File: src/design/scfd_pkg.sv
// Shared types and constants for the sum-checked frame deframer.
// No dependencies; imported by sum_checked_frame_deframer_unit.
`default_nettype none

package scfd_pkg;

  localparam logic [7:0] SYNC_FIRST  = 8'h55;
  localparam logic [7:0] SYNC_SECOND = 8'hAA;
  localparam logic [7:0] SYNC_SUM    = SYNC_FIRST + SYNC_SECOND;

  localparam logic [15:0] MAX_LEN_RESET = 16'd56;

  typedef enum logic [2:0] {
    KIND_PAYLOAD    = 3'd0,
    KIND_GOOD       = 3'd1,
    KIND_HEADER_ERR = 3'd2,
    KIND_LENGTH_ERR = 3'd3,
    KIND_CHECK_ERR  = 3'd4
  } kind_t;

  typedef struct packed {
    kind_t       kind;
    logic [7:0]  payload_byte;
    logic [7:0]  command;
    logic [7:0]  version;
    logic [15:0] payload_length;
  } result_t;

endpackage

`default_nettype wire

File: src/design/sum_checked_frame_deframer_unit.sv
// Each result is registered into head, or into skid while head is stalled.
// Throughput: one byte per cycle while in_stall is low; parser state is registered.
// A two-entry output queue (head plus skid) keeps bytes flowing while a result waits.
// Reset (rst, synchronous): hunting for the first sync byte, queue empty,
// max_payload_length back to 56.
// Sync-word / length / checksum deframer top level; uses scfd_pkg.
`default_nettype none

module sum_checked_frame_deframer_unit
  import scfd_pkg::*;
(
  input  wire logic        clk,
  input  wire logic        rst,
  // received bytes
  input  wire logic        in_valid,
  output logic             in_stall,
  input  wire logic [7:0]  rx_byte,
  input  wire logic        burst_end,
  // results
  output logic             out_valid,
  input  wire logic        out_stall,
  output logic [2:0]       kind,
  output logic [7:0]       payload_byte,
  output logic [7:0]       command,
  output logic [7:0]       version,
  output logic [15:0]      payload_length,
  // configuration
  input  wire logic        cfg_valid,
  output logic             cfg_ready,
  input  wire logic [15:0] max_payload_length
);

  typedef enum logic [3:0] {
    PH_HUNT1   = 4'd0,
    PH_HUNT2   = 4'd1,
    PH_VERSION = 4'd2,
    PH_COMMAND = 4'd3,
    PH_LEN_HI  = 4'd4,
    PH_LEN_LO  = 4'd5,
    PH_PAYLOAD = 4'd6,
    PH_CHECK   = 4'd7,
    PH_IGNORE  = 4'd8
  } phase_t;

  phase_t      phase, phase_next, step_next;
  logic [7:0]  running_sum, running_sum_next;
  logic [15:0] frame_length, frame_length_next;
  logic [15:0] bytes_remaining, bytes_remaining_next;
  logic [7:0]  frame_command, frame_command_next;
  logic [7:0]  frame_version, frame_version_next;
  logic [15:0] max_len;

  result_t res;
  logic    res_valid;
  logic    frame_known;
  kind_t   res_kind;

  result_t head, skid;
  logic    skid_valid;

  logic in_fire, out_fire;

  assign cfg_ready = 1'b1;
  assign in_stall  = skid_valid;
  assign in_fire   = in_valid && !in_stall;
  assign out_fire  = out_valid && !out_stall;

  always_comb begin
    step_next            = PH_HUNT1;
    running_sum_next     = running_sum;
    frame_length_next    = frame_length;
    bytes_remaining_next = bytes_remaining;
    frame_command_next   = frame_command;
    frame_version_next   = frame_version;
    res_valid            = 1'b0;
    res_kind             = KIND_HEADER_ERR;
    frame_known          = 1'b0;
    res.payload_byte     = 8'd0;

    unique case (phase)
      PH_HUNT2: begin
        if (rx_byte == SYNC_SECOND) begin
          running_sum_next     = SYNC_SUM;
          frame_length_next    = 16'd0;
          frame_command_next   = 8'd0;
          frame_version_next   = 8'd0;
          bytes_remaining_next = 16'd0;
          step_next            = PH_VERSION;
        end else begin
          step_next = (rx_byte == SYNC_FIRST) ? PH_HUNT2 : PH_HUNT1;
        end
        res_valid = burst_end;
      end
      PH_VERSION: begin
        frame_version_next = rx_byte;
        running_sum_next   = running_sum + rx_byte;
        step_next          = PH_COMMAND;
        res_valid          = burst_end;
      end
      PH_COMMAND: begin
        frame_command_next = rx_byte;
        running_sum_next   = running_sum + rx_byte;
        step_next          = PH_LEN_HI;
        res_valid          = burst_end;
      end
      PH_LEN_HI: begin
        frame_length_next = {rx_byte, 8'd0};
        running_sum_next  = running_sum + rx_byte;
        step_next         = PH_LEN_LO;
        res_valid         = burst_end;
      end
      PH_LEN_LO: begin
        frame_length_next    = {frame_length[15:8], rx_byte};
        running_sum_next     = running_sum + rx_byte;
        bytes_remaining_next = frame_length_next;
        if (frame_length_next > max_len || burst_end) begin
          res_valid   = 1'b1;
          res_kind    = KIND_LENGTH_ERR;
          frame_known = 1'b1;
          step_next   = PH_IGNORE;
        end else begin
          step_next = (frame_length_next == 16'd0) ? PH_CHECK : PH_PAYLOAD;
        end
      end
      PH_PAYLOAD: begin
        running_sum_next     = running_sum + rx_byte;
        bytes_remaining_next = bytes_remaining - 16'd1;
        res_valid            = 1'b1;
        frame_known          = 1'b1;
        if (burst_end) begin
          res_kind  = KIND_LENGTH_ERR;
          step_next = PH_IGNORE;
        end else begin
          res_kind         = KIND_PAYLOAD;
          res.payload_byte = rx_byte;
          step_next = (bytes_remaining_next == 16'd0) ? PH_CHECK : PH_PAYLOAD;
        end
      end
      PH_CHECK: begin
        res_valid   = 1'b1;
        frame_known = 1'b1;
        res_kind    = (rx_byte == running_sum) ? KIND_GOOD : KIND_CHECK_ERR;
        step_next   = PH_IGNORE;
      end
      PH_IGNORE: begin
        step_next = PH_IGNORE;
      end
      default: begin
        // hunting for the first sync byte, and codes that mean nothing
        step_next = (rx_byte == SYNC_FIRST) ? PH_HUNT2 : PH_HUNT1;
        res_valid = burst_end;
      end
    endcase

    phase_next         = burst_end ? PH_HUNT1 : step_next;
    res.kind           = res_kind;
    res.command        = frame_known ? frame_command_next : 8'd0;
    res.version        = frame_known ? frame_version_next : 8'd0;
    res.payload_length = frame_known ? frame_length_next  : 16'd0;
  end

  // parser state and configuration
  always_ff @(posedge clk) begin
    if (rst) begin
      phase           <= PH_HUNT1;
      running_sum     <= 8'd0;
      frame_length    <= 16'd0;
      bytes_remaining <= 16'd0;
      frame_command   <= 8'd0;
      frame_version   <= 8'd0;
      max_len         <= MAX_LEN_RESET;
    end else begin
      if (cfg_valid && cfg_ready) begin
        max_len <= max_payload_length;
      end
      if (in_fire) begin
        phase           <= phase_next;
        running_sum     <= running_sum_next;
        frame_length    <= frame_length_next;
        bytes_remaining <= bytes_remaining_next;
        frame_command   <= frame_command_next;
        frame_version   <= frame_version_next;
      end
    end
  end

  // output queue: head drives the ports, skid catches a beat while head is stalled
  always_ff @(posedge clk) begin
    if (rst) begin
      out_valid  <= 1'b0;
      skid_valid <= 1'b0;
    end else begin
      if (!out_valid || out_fire) begin
        if (skid_valid) begin
          head       <= skid;
          out_valid  <= 1'b1;
          skid_valid <= 1'b0;
        end else if (in_fire && res_valid) begin
          head      <= res;
          out_valid <= 1'b1;
        end else begin
          out_valid <= 1'b0;
        end
      end else if (in_fire && res_valid) begin
        skid       <= res;
        skid_valid <= 1'b1;
      end
    end
  end

  assign kind           = head.kind;
  assign payload_byte   = head.payload_byte;
  assign command        = head.command;
  assign version        = head.version;
  assign payload_length = head.payload_length;

`ifndef SYNTHESIS
  a_skid_behind_head: assert property (@(posedge clk) disable iff (rst)
    skid_valid |-> out_valid)
    else $error("skid entry held with empty head");

  a_burst_end_rehunts: assert property (@(posedge clk) disable iff (rst)
    (in_fire && burst_end) |=> (phase == PH_HUNT1))
    else $error("burst end did not return parser to hunting");

  a_payload_byte_zero: assert property (@(posedge clk) disable iff (rst)
    (out_valid && (kind != KIND_PAYLOAD)) |-> (payload_byte == 8'd0))
    else $error("payload byte nonzero on a status result");

  a_header_err_blank: assert property (@(posedge clk) disable iff (rst)
    (out_valid && (kind == KIND_HEADER_ERR)) |-> (payload_length == 16'd0))
    else $error("header error carries a length");
`endif

endmodule

`default_nettype wire
File: config.mk
export PLATFORM = sky130hd
export DESIGN_NAME = sum_checked_frame_deframer_unit
export DESIGN_NICKNAME = d
export VERILOG_FILES = /design/src/design/scfd_pkg.sv /design/src/design/sum_checked_frame_deframer_unit.sv
export SDC_FILE = /design/constraint.sdc
export NUM_CORES = 1
export LEC_CHECK = 0
export BUFFER_PORTS_ARGS = -buffer_cell sky130_fd_sc_hd__buf_2
export CORE_MARGIN = 3
export CORE_UTILIZATION = 29
export CTS_CLUSTER_SIZE = 20
export DETAILED_ROUTE_END_ITERATION = 16
export SLEW_MARGIN = 20
export SYNTH_ARGS = -nofsm -noshare
export SYNTH_HDL_FRONTEND = slang
export SYNTH_SLANG_ARGS = --single-unit
File: constraint.sdc
create_clock -name clk -period 7.5 [get_ports clk]
set_input_delay 1.5 -clock clk [delete_from_list [all_inputs] [get_ports clk]]
set_output_delay 1.5 -clock clk [all_outputs]
set_load 0.02 [all_outputs]
## Yosys cells after proc, flatten, opt, wreduce, memory -nomap -nowiden

Index checks and enable logic that the tools add are counted.

| storage, ports and cells | value |
|---|---|
| register bits after elaboration | 164 |
| output and inout port bits | 46 |
| input bits | 30 |

| cells by class | value |
|---|---|
| mux-type cells | 33 |
| bitwise logic cells | 2 |
| order comparisons | 1 |
| reduce and logical (&&, ||, !) cells | 21 |
| $add $sub $neg | 2 |
| equal/unequal tests | 12 |

Operators by type and width:

| cell | count |
|---|---|
| 16-bit case mux with 3 select lines | 2 |
| 43-bit two-way mux | 2 |
| 8-bit two-way mux | 7 |
| 16-bit two-way mux | 3 |
| 8-bit case mux with 2 select lines | 3 |
| 16-bit zero test | 2 |
| 4-bit case mux with 7 select lines | 1 |
| 4-bit by 3-bit equality test with 1-bit output (second input constant) | 4 |
| 16-bit greater-than comparator | 1 |
| 16-bit by 1-bit subtractor with 16-bit output (second input constant) | 1 |
| 3-bit AND reduction | 4 |
| 3-bit case mux with 3 select lines | 1 |
| 8-bit adder | 1 |
| 4-bit by 2-bit equality test with 1-bit output (second input constant) | 2 |
| 8-bit by 7-bit equality test with 1-bit output (second input constant) | 1 |
| 8-bit equality test | 1 |
| 8-bit equality test (second input constant) | 1 |
| 4-bit two-way mux | 2 |
| 1-bit two-way mux | 7 |
| 2-bit OR reduction | 3 |
| 5-bit OR reduction | 1 |
| 4-bit by 1-bit equality test with 1-bit output (second input constant) | 1 |
| 4-bit equality test (second input constant) | 1 |
| 2-bit two-way mux | 2 |
| other kinds (10) | 17 |

## Depth between registers and ports, before layout

Gate-level depths: netlist of run 1.

| logic depth | value |
|---|---|
| depth in word-level cells | 7 |
| depth in mapped cells | 10 |
| mapped depth without buffers | 9 |

## Worst setup path after synthesis of run 1

No wires, ideal clock.

| path | value |
|---|---|
| path kind | in2reg |
| start point | in rx_byte[0] |
| end point | reg head (netlist bit command[0]), enable pin |
| setup slack | 985 ps |
| data arrival time | 6002 ps |
| path buffers | 1 |
| stages | 9 |
| cells stage by stage | clkbuf_1 -> inv_1 -> ha_1 -> inv_1 -> a21oi_1 -> o21ai_0 -> a211o_1 -> nand4_1 -> a221oi_1 |

| between the ends | value |
|---|---|
| word-level cells in the longest chain between the ends | 7 |

Ends and longest elaborated chain:

| what | RTL line | RTL |
|---|---|---|
| start, declared | sum_checked_frame_deframer_unit.sv:17 | `input wire logic [7:0] rx_byte,` |
| 16-bit greater-than comparator | sum_checked_frame_deframer_unit.sv:116 | `if (frame_length_next > max_len \|\| burst_end) begin` |
| 1-bit logical OR | sum_checked_frame_deframer_unit.sv:116 |  |
| 1-bit two-way mux | sum_checked_frame_deframer_unit.sv:116 |  |
| 1-bit case mux with 3 select lines | sum_checked_frame_deframer_unit.sv:80 | `unique case (phase)` |
| 1-bit logical AND | sum_checked_frame_deframer_unit.sv:198 | `end else if (in_fire && res_valid) begin` |
| 2-bit nonzero test (no line) | n/a |  |
| 3-bit AND reduction (no line) | n/a |  |
| end signal, assigned | sum_checked_frame_deframer_unit.sv:195 | `head <= skid;` |
| end signal, assigned | sum_checked_frame_deframer_unit.sv:199 | `head <= res;` |
| end, declared | sum_checked_frame_deframer_unit.sv:58 | `result_t head, skid;` |

Every way passes these cells.
A chain may end at the register's enable or synchronous reset.

## Final worst setup path of run 1

| path | value |
|---|---|
| start point | in rx_byte[6] |
| end point | reg head (netlist bit version[3]), enable pin |

Same word-level chain as after synthesis.

==> metrics, run 1 <==
leading post-synthesis cells by cell area=edfxtp_1 32%, dfxtp_1 19%, nor2_1 6.0%; Seq/Total Area, Yosys=0.510; vias per cell=5.02; pwr/cell area=205 nW/µm²; fin area=9410 µm²; setup violators final=0; Max-Cap Viols=0; Slew headroom=0.254; final weighted congestion in routability-driven placement=0.851; Commonest cells post-synth=130 x nor2_1, 86 x edfxtp_1, 79 x nand2_1, 78 x dfxtp_1, 52 x a22oi_1; initial antenna violation count=0; synth warn=0; CTS Buf Count=17; flops & latches, synth=164; CP bufs+invs=2; peak supply drop=0.165 mV; syn nets=907; layout cells sized above 1=0.150; Clk Latency, worst-skew pair=0.43 ns; number of rows in the core area=60; Int Power=1.51 mW; Core Region=27,300 µm²; Pleak=3.43 nW; Switching Fraction=0.219; vias in the first global route=5,997; Worst setup EP type=flip-flop; largest area contributor in the netlist=edfxtp_1; HP Start=frame_length[4]; CP Depth=9; Vias=6,412; area grow syn2layout=15.7%; setup TNS=0 ns; crit path time final=3.97 ns; R2R cell count=7; critical path, cell by cell=buf_2 -> ha_1 -> a41o_1 -> a21oi_1 -> o31ai_1 -> a211o_1 -> nand4_1 -> a221oi_4 -> buf_4; Port-buffer cells=74; Final Net Count=948; cell with the most instances after synthesis=nor2_1; sequential share of power=0.494; total net switching power=423 µW; Resized cells post-CTS=0; CP Class=input port to flip-flop; Final Skew=0.0118 ns; Worst EP required=7.57 ns; syn avg cell area=9.55 µm²; Synth async-reset ratio=0; max-slew violations=0; TritonCTS Sinks=164; class of the most critical hold timing path=flip-flop to flip-flop; Worst-Margin Slew=1.11 ns; Fin. Hold Viols=0; Post-synth EDFFs=86; CP delay by family, top=compound AO/OA/AOI/OAI gates; critical path arrival=4.04 ns; Fmax achieved=0.252 GHz; startpoint class of the critical path=input port; hold bufs inserted after CTS=0; Clock power frac=0.459; Finished Core Util=0.345; Tot GR Track Use=0.136; I/O pin total=76; drt wl/cell=16.1 µm; Worst R2R Start=frame_length[11]; die area=30,100 µm²; hold depth=2; clock root buffer=clkbuf_16; antenna cells=0; Post-route DRC=0; Reg clk slew, reported paths=0.06 ns; mapped cell area=8130 µm²; RSZ-0062 raised after global routing=no; number of distinct library cells after synthesis=69; DR iter-0 viols=721; setup bufs post-CTS=0; worst setup path start=rx_byte[6]; Critical-path top delay cell=buf_4; die width=173 µm; DRT Pass-1 Iters=5; die height=173 µm; first-pass GRT wire length=33,100 µm; GR Overflow Total=0; Post-DRT Antenna Nets=0; H-tree depth=4; status=completed; Comb pwr share=0.048; pin count of the biggest net entering global routing=79; starting density of the core=0.298; worst-path maximum fanout=39; Most used DFF post-synth=edfxtp_1; clock buffer depth=2; Placed Area=8800 µm²; Final Cycle Share=0.530; FILL cells=2,819; TritonCTS clock tree=built; Syn Inst Count=851; Post-Route WL=20,500 µm; Synth top area share=0.318; CP peak stage delay=0.49 ns; detailed placement HPWL=14,300 µm
==> per-layer routing <==
metal  share of wire  vias up  GRT usage
met4           0.016        0     0.0463
met5               0        -          0
li1                -     3150          -
met2            0.47      163      0.213
met1            0.47     3076      0.188
met3           0.044       23     0.0239
==> stage by stage <==
step | hold slack, ns | worst slack, ns | std cells | total power, mW
after global placement | 0.460 | 3.16 | 1245 | 1.06
final | 0.482 | 3.53 | 1277 | 1.93
after floorplan | 0.451 | 0.985 | 851 | 1.03
after detailed placement | 0.469 | 3.07 | 1245 | 1.07
after CTS | 0.485 | 3.52 | 1277 | 1.95
after global routing | 0.498 | 3.30 | 1277 | 2.00
==> cells in the final DEF, fill, tap and decap left out, types with 7 or more instances in the layout <==
cell         n
dfxtp_1     77
a22oi_1     52
mux2i_1     13
edfxtp_1    86
a21oi_1     31
nand2_1     79
ha_1        25
mux2_2       9
o21ai_1     21
nor3_1      19
clkbuf_16   17
o21ai_0     39
nor4_1       8
nand2b_1    10
nor2_1     130
buf_2       74
inv_1       27
a21boi_0     7
a211oi_1     7
and2_1      41
==> power by group through the flow <==
| stage | Combinational, mW | Clock [mW] | Sequential, mW |
|---|---|---|---|
| finish | 0.0921 | 0.886 | 0.953 |
| global route | 0.103 | 0.941 | 0.954 |
| CTS | 0.0927 | 0.905 | 0.953 |
| detailed placement | 0.0924 | 0 | 0.973 |
| global placement | 0.0903 | 0 | 0.973 |
| floorplan | 0.0545 | 0 | 0.977 |
==> worst paths after layout <==
path / endpoint / slack (ns)
worst min register to register: frame_length[4] / 0.48
worst max-delay path: version[3] / 3.53
worst max register to register: version[3] / 4.38
worst min-delay path: frame_length[4] / 0.48
==> registers in the layout, indices dropped and copies added, names as in the netlist, 16 cells and up <==
signal and flops:
frame_length 16, max_len 16, skid 43, payload_length 16, bytes_remaining 16
==> final cells by class <==
| cell class | instances | area, µm² | share of cell area |
|---|---|---|---|
| sequential | 164 | 4150 | 0.441 |
| multi-input combinational | 602 | 3680 | 0.391 |
| tap | 372 | 465 | 0.0495 |
| clock buffer | 19 | 443 | 0.0471 |
| timing repair buffer | 80 | 415 | 0.0442 |
| clock inverter | 13 | 156 | 0.0166 |
| inverter | 27 | 101 | 0.0108 |
==> kinds of logic (layout without fill, tap and decap cells) <==
kind of cell,Yosys count,in the layout,share of synthesized area
XOR/XNOR,10,10,0.0108
flip-flops,164,164,0.510
AND/OR/NAND/NOR,329,329,0.192
other,1,1,0.000461
AO/OA/AOI/OAI,214,214,0.175
buffers and inverters,85,139,0.0423
multiplexers,22,22,0.0285
adder cells (fa/ha/maj),26,26,0.0410
==> worst reg2reg max path, cell delays in order, from the launching register on <==
cell and delay, ns:
dfxtp_1 0.40, ha_1 0.33, nand4_1 0.17, nor3_1 0.40, a211o_1 0.33, nand4_1 0.23, a221oi_4 0.39, buf_4 0.49
Note: power is estimated with default switching activity, not from simulation.
==> run 2: changes to the inputs <==
Clock period 7.5 ns to 3.45 ns, I/O delays scaled along.
==> run 2 against run 1 <==
Sequential share of layout area fell by 0.61 points. Routed wire length grew 8.0%. Clock power is 110% higher. Power up 110%. Sequential cell count unchanged. Critical path type is now flip-flop to flip-flop. Largest cell class unchanged. Non-clock buffer count up 21. Highest routed layer unchanged. Die area unchanged. Critical path depth down 2. Cell count rose by 1.6%.
==> metrics, run 2 (synthesized netlist as in run 1, its figures left out) <==
status=completed (unchanged); Comb pwr share=0.053 (was 0.048); CTS Buf Count=17 (unchanged); CP delay by family, top=simple AND/OR/NAND/NOR gates (was compound AO/OA/AOI/OAI gates); Resized cells post-CTS=0 (unchanged); Placed Area=8960 µm² (was 8800 µm²); FILL cells=2,762 (was 2,819); clock buffer depth=2 (unchanged); Post-DRT Antenna Nets=0 (unchanged); DRT Pass-1 Iters=5 (unchanged); setup bufs post-CTS=0 (unchanged); metal3 WL=1260 µm (was 909 µm); final weighted congestion in routability-driven placement=0.859 (was 0.851); critical path, cell by cell=ha_1 -> nand4_1 -> nor3_1 -> a211o_1 -> nand4_1 -> a221oi_4 -> buf_4 (was buf_2 -> ha_1 -> a41o_1 -> a21oi_1 -> o31ai_1 -> a211o_1 -> nand4_1 -> a221oi_4 -> buf_4); drt wl/cell=17.1 µm (was 16.1 µm); Max-Cap Viols=0 (unchanged); Core Region=27,300 µm² (unchanged); Fmax achieved=0.352 GHz; number of rows in the core area=60 (unchanged); Vias=6,531 (was 6,412); vias in the first global route=6,256 (was 5,997); Port-buffer cells=74 (unchanged); area grow syn2layout=17.4% (was 15.7%); Slew headroom=0.396 (was 0.254); pwr/cell area=434 nW/µm² (was 205 nW/µm²); fin area=9540 µm² (was 9410 µm²); starting density of the core=0.298 (unchanged); commonest non-fill, non-tap cell in the layout=nor2_1 (unchanged); Worst EP required=3.56 ns (was 7.57 ns); Cells after DPL=1,266 (was 1,245); area of the multi-input gates=3670 µm² (was 3680 µm²); Final Skew=0.00895 ns (was 0.0118 ns); Tot GR Track Use=0.147 (was 0.136); Switching Fraction=0.229 (was 0.219); Final Net Count=969 (was 948); max-slew violations=0 (unchanged); TritonCTS clock tree=built (unchanged); Largest Register=skid (unchanged); GR Overflow Total=0 (unchanged); vias per cell=5.03 (was 5.02); antenna cells=0 (unchanged); critical path arrival=2.95 ns (was 4.04 ns); register area=4150 µm² (unchanged); worst-path maximum fanout=14 (was 39); CP Class=flip-flop to flip-flop (was input port to flip-flop); layout cells sized above 1=0.168 (was 0.150); setup violators final=0 (unchanged); Clk Latency, worst-skew pair=0.42 ns (was 0.43 ns); Worst-Margin Slew=0.899 ns (was 1.11 ns); Fin. Hold Viols=0 (unchanged); Reg clk slew, reported paths=0.07 ns (was 0.06 ns); most frequent cells in the layout=130 x nor2_1, 86 x edfxtp_1, 79 x nand2_1, 77 x dfxtp_1, 74 x buf_2 (unchanged); CP peak stage delay=0.42 ns (was 0.49 ns); startpoint class of the critical path=flip-flop (was input port); die area=30,100 µm² (unchanged); die height=173 µm (unchanged); sequential share of power=0.500 (was 0.494); total net switching power=947 µW (was 423 µW); Non-Filler Instances=1,298 (was 1,277); crit path time final=2.84 ns; class of the most critical hold timing path=input port to flip-flop (was flip-flop to flip-flop); peak supply drop=0.314 mV (was 0.165 mV); met2 WL post-DR=10,300 µm (was 9570 µm); Critical-path top delay cell=dfxtp_1 (was buf_4); clock root buffer=clkbuf_16 (unchanged); initial antenna violation count=0 (unchanged); max reg flops=43 (unchanged); CP bufs+invs=1 (was 2); H-tree depth=4 (unchanged); Final Cycle Share=0.825; Worst setup EP type=flip-flop (unchanged); CP most frequent cell=nand4_1; I/O pin total=76 (unchanged); first-pass GRT wire length=35,300 µm (was 33,100 µm); die width=173 µm (unchanged); setup TNS=0 ns (unchanged); detailed placement HPWL=15,200 µm (was 14,300 µm); pin count of the biggest net entering global routing=79 (unchanged); hold bufs inserted after CTS=0 (unchanged); uppermost layer routed=met4 (unchanged); Clock power frac=0.447 (was 0.459); TritonCTS Sinks=164 (unchanged); Int Power=3.19 mW (was 1.51 mW); Final Hold Slack=0.483 ns (was 0.482 ns); fin worst setup slack=0.605 ns (was 3.53 ns); DR iter-0 viols=579 (was 721); worst setup slack after placement=0.316 ns (was 3.07 ns); Pleak=3.52 nW (was 3.43 nW); Post-Route WL=22,200 µm (was 20,500 µm); RSZ-0062 raised after global routing=no (unchanged); Post-route DRC=0 (unchanged); M1 wire length=10,300 µm (was 9730 µm)
[run 2: final timing paths]
kind | from | to | slack [ns] | depth (start not counted)
max | frame_length[8] | version[0] | 0.61 | 7
min reg2reg | frame_length[6] | frame_length[6] | 0.49 | 2
max reg2reg | frame_length[8] | version[0] | 0.61 | 7
min | max_payload_length[5] | max_len[5] | 0.48 | 3
[run 2: per-layer routing]
layer | up-vias | GRT usage
met5 | - | 0
met4 | 0 | 0.0429
met2 | 194 | 0.233
met1 | 3125 | 0.202
met3 | 24 | 0.0313
li1 | 3188 | -
[run 2: per-stage QoR]
stage | total power, mW | utilization
6_report | 4.14 | 0.350
3_3_place_gp | 2.33 | 0.329
2_1_floorplan | 2.24 | -
4_1_cts | 4.17 | 0.350
3_5_place_dp | 2.33 | 0.329
5_1_grt | 4.27 | 0.350
[run 2: final cells by class]
cell class                 instances  area share
multi-input combinational        602       0.385
sequential                       164       0.435
inverter                          27      0.0106
timing repair buffer             101      0.0614
tap                              372      0.0488
clock buffer                      18      0.0450
clock inverter                    14      0.0143
[run 2: worst register-to-register path: cells and delay by family, from the launching register on]
kind	cells	cell delay, ns
buffers and inverters	1	0.30
adder cells (fa/ha/maj)	1	0.34
AND/OR/NAND/NOR	3	0.76
flip-flops	1	0.42
AO/OA/AOI/OAI	2	0.69
[run 2: power groups by stage]
stage	Combinational (mW)	Clock [mW]	Sequential, mW
detailed placement	0.220	0	2.11
CTS	0.221	1.88	2.07
global route	0.242	1.96	2.07
global placement	0.218	0	2.11
finish	0.221	1.85	2.07
floorplan	0.120	0	2.12
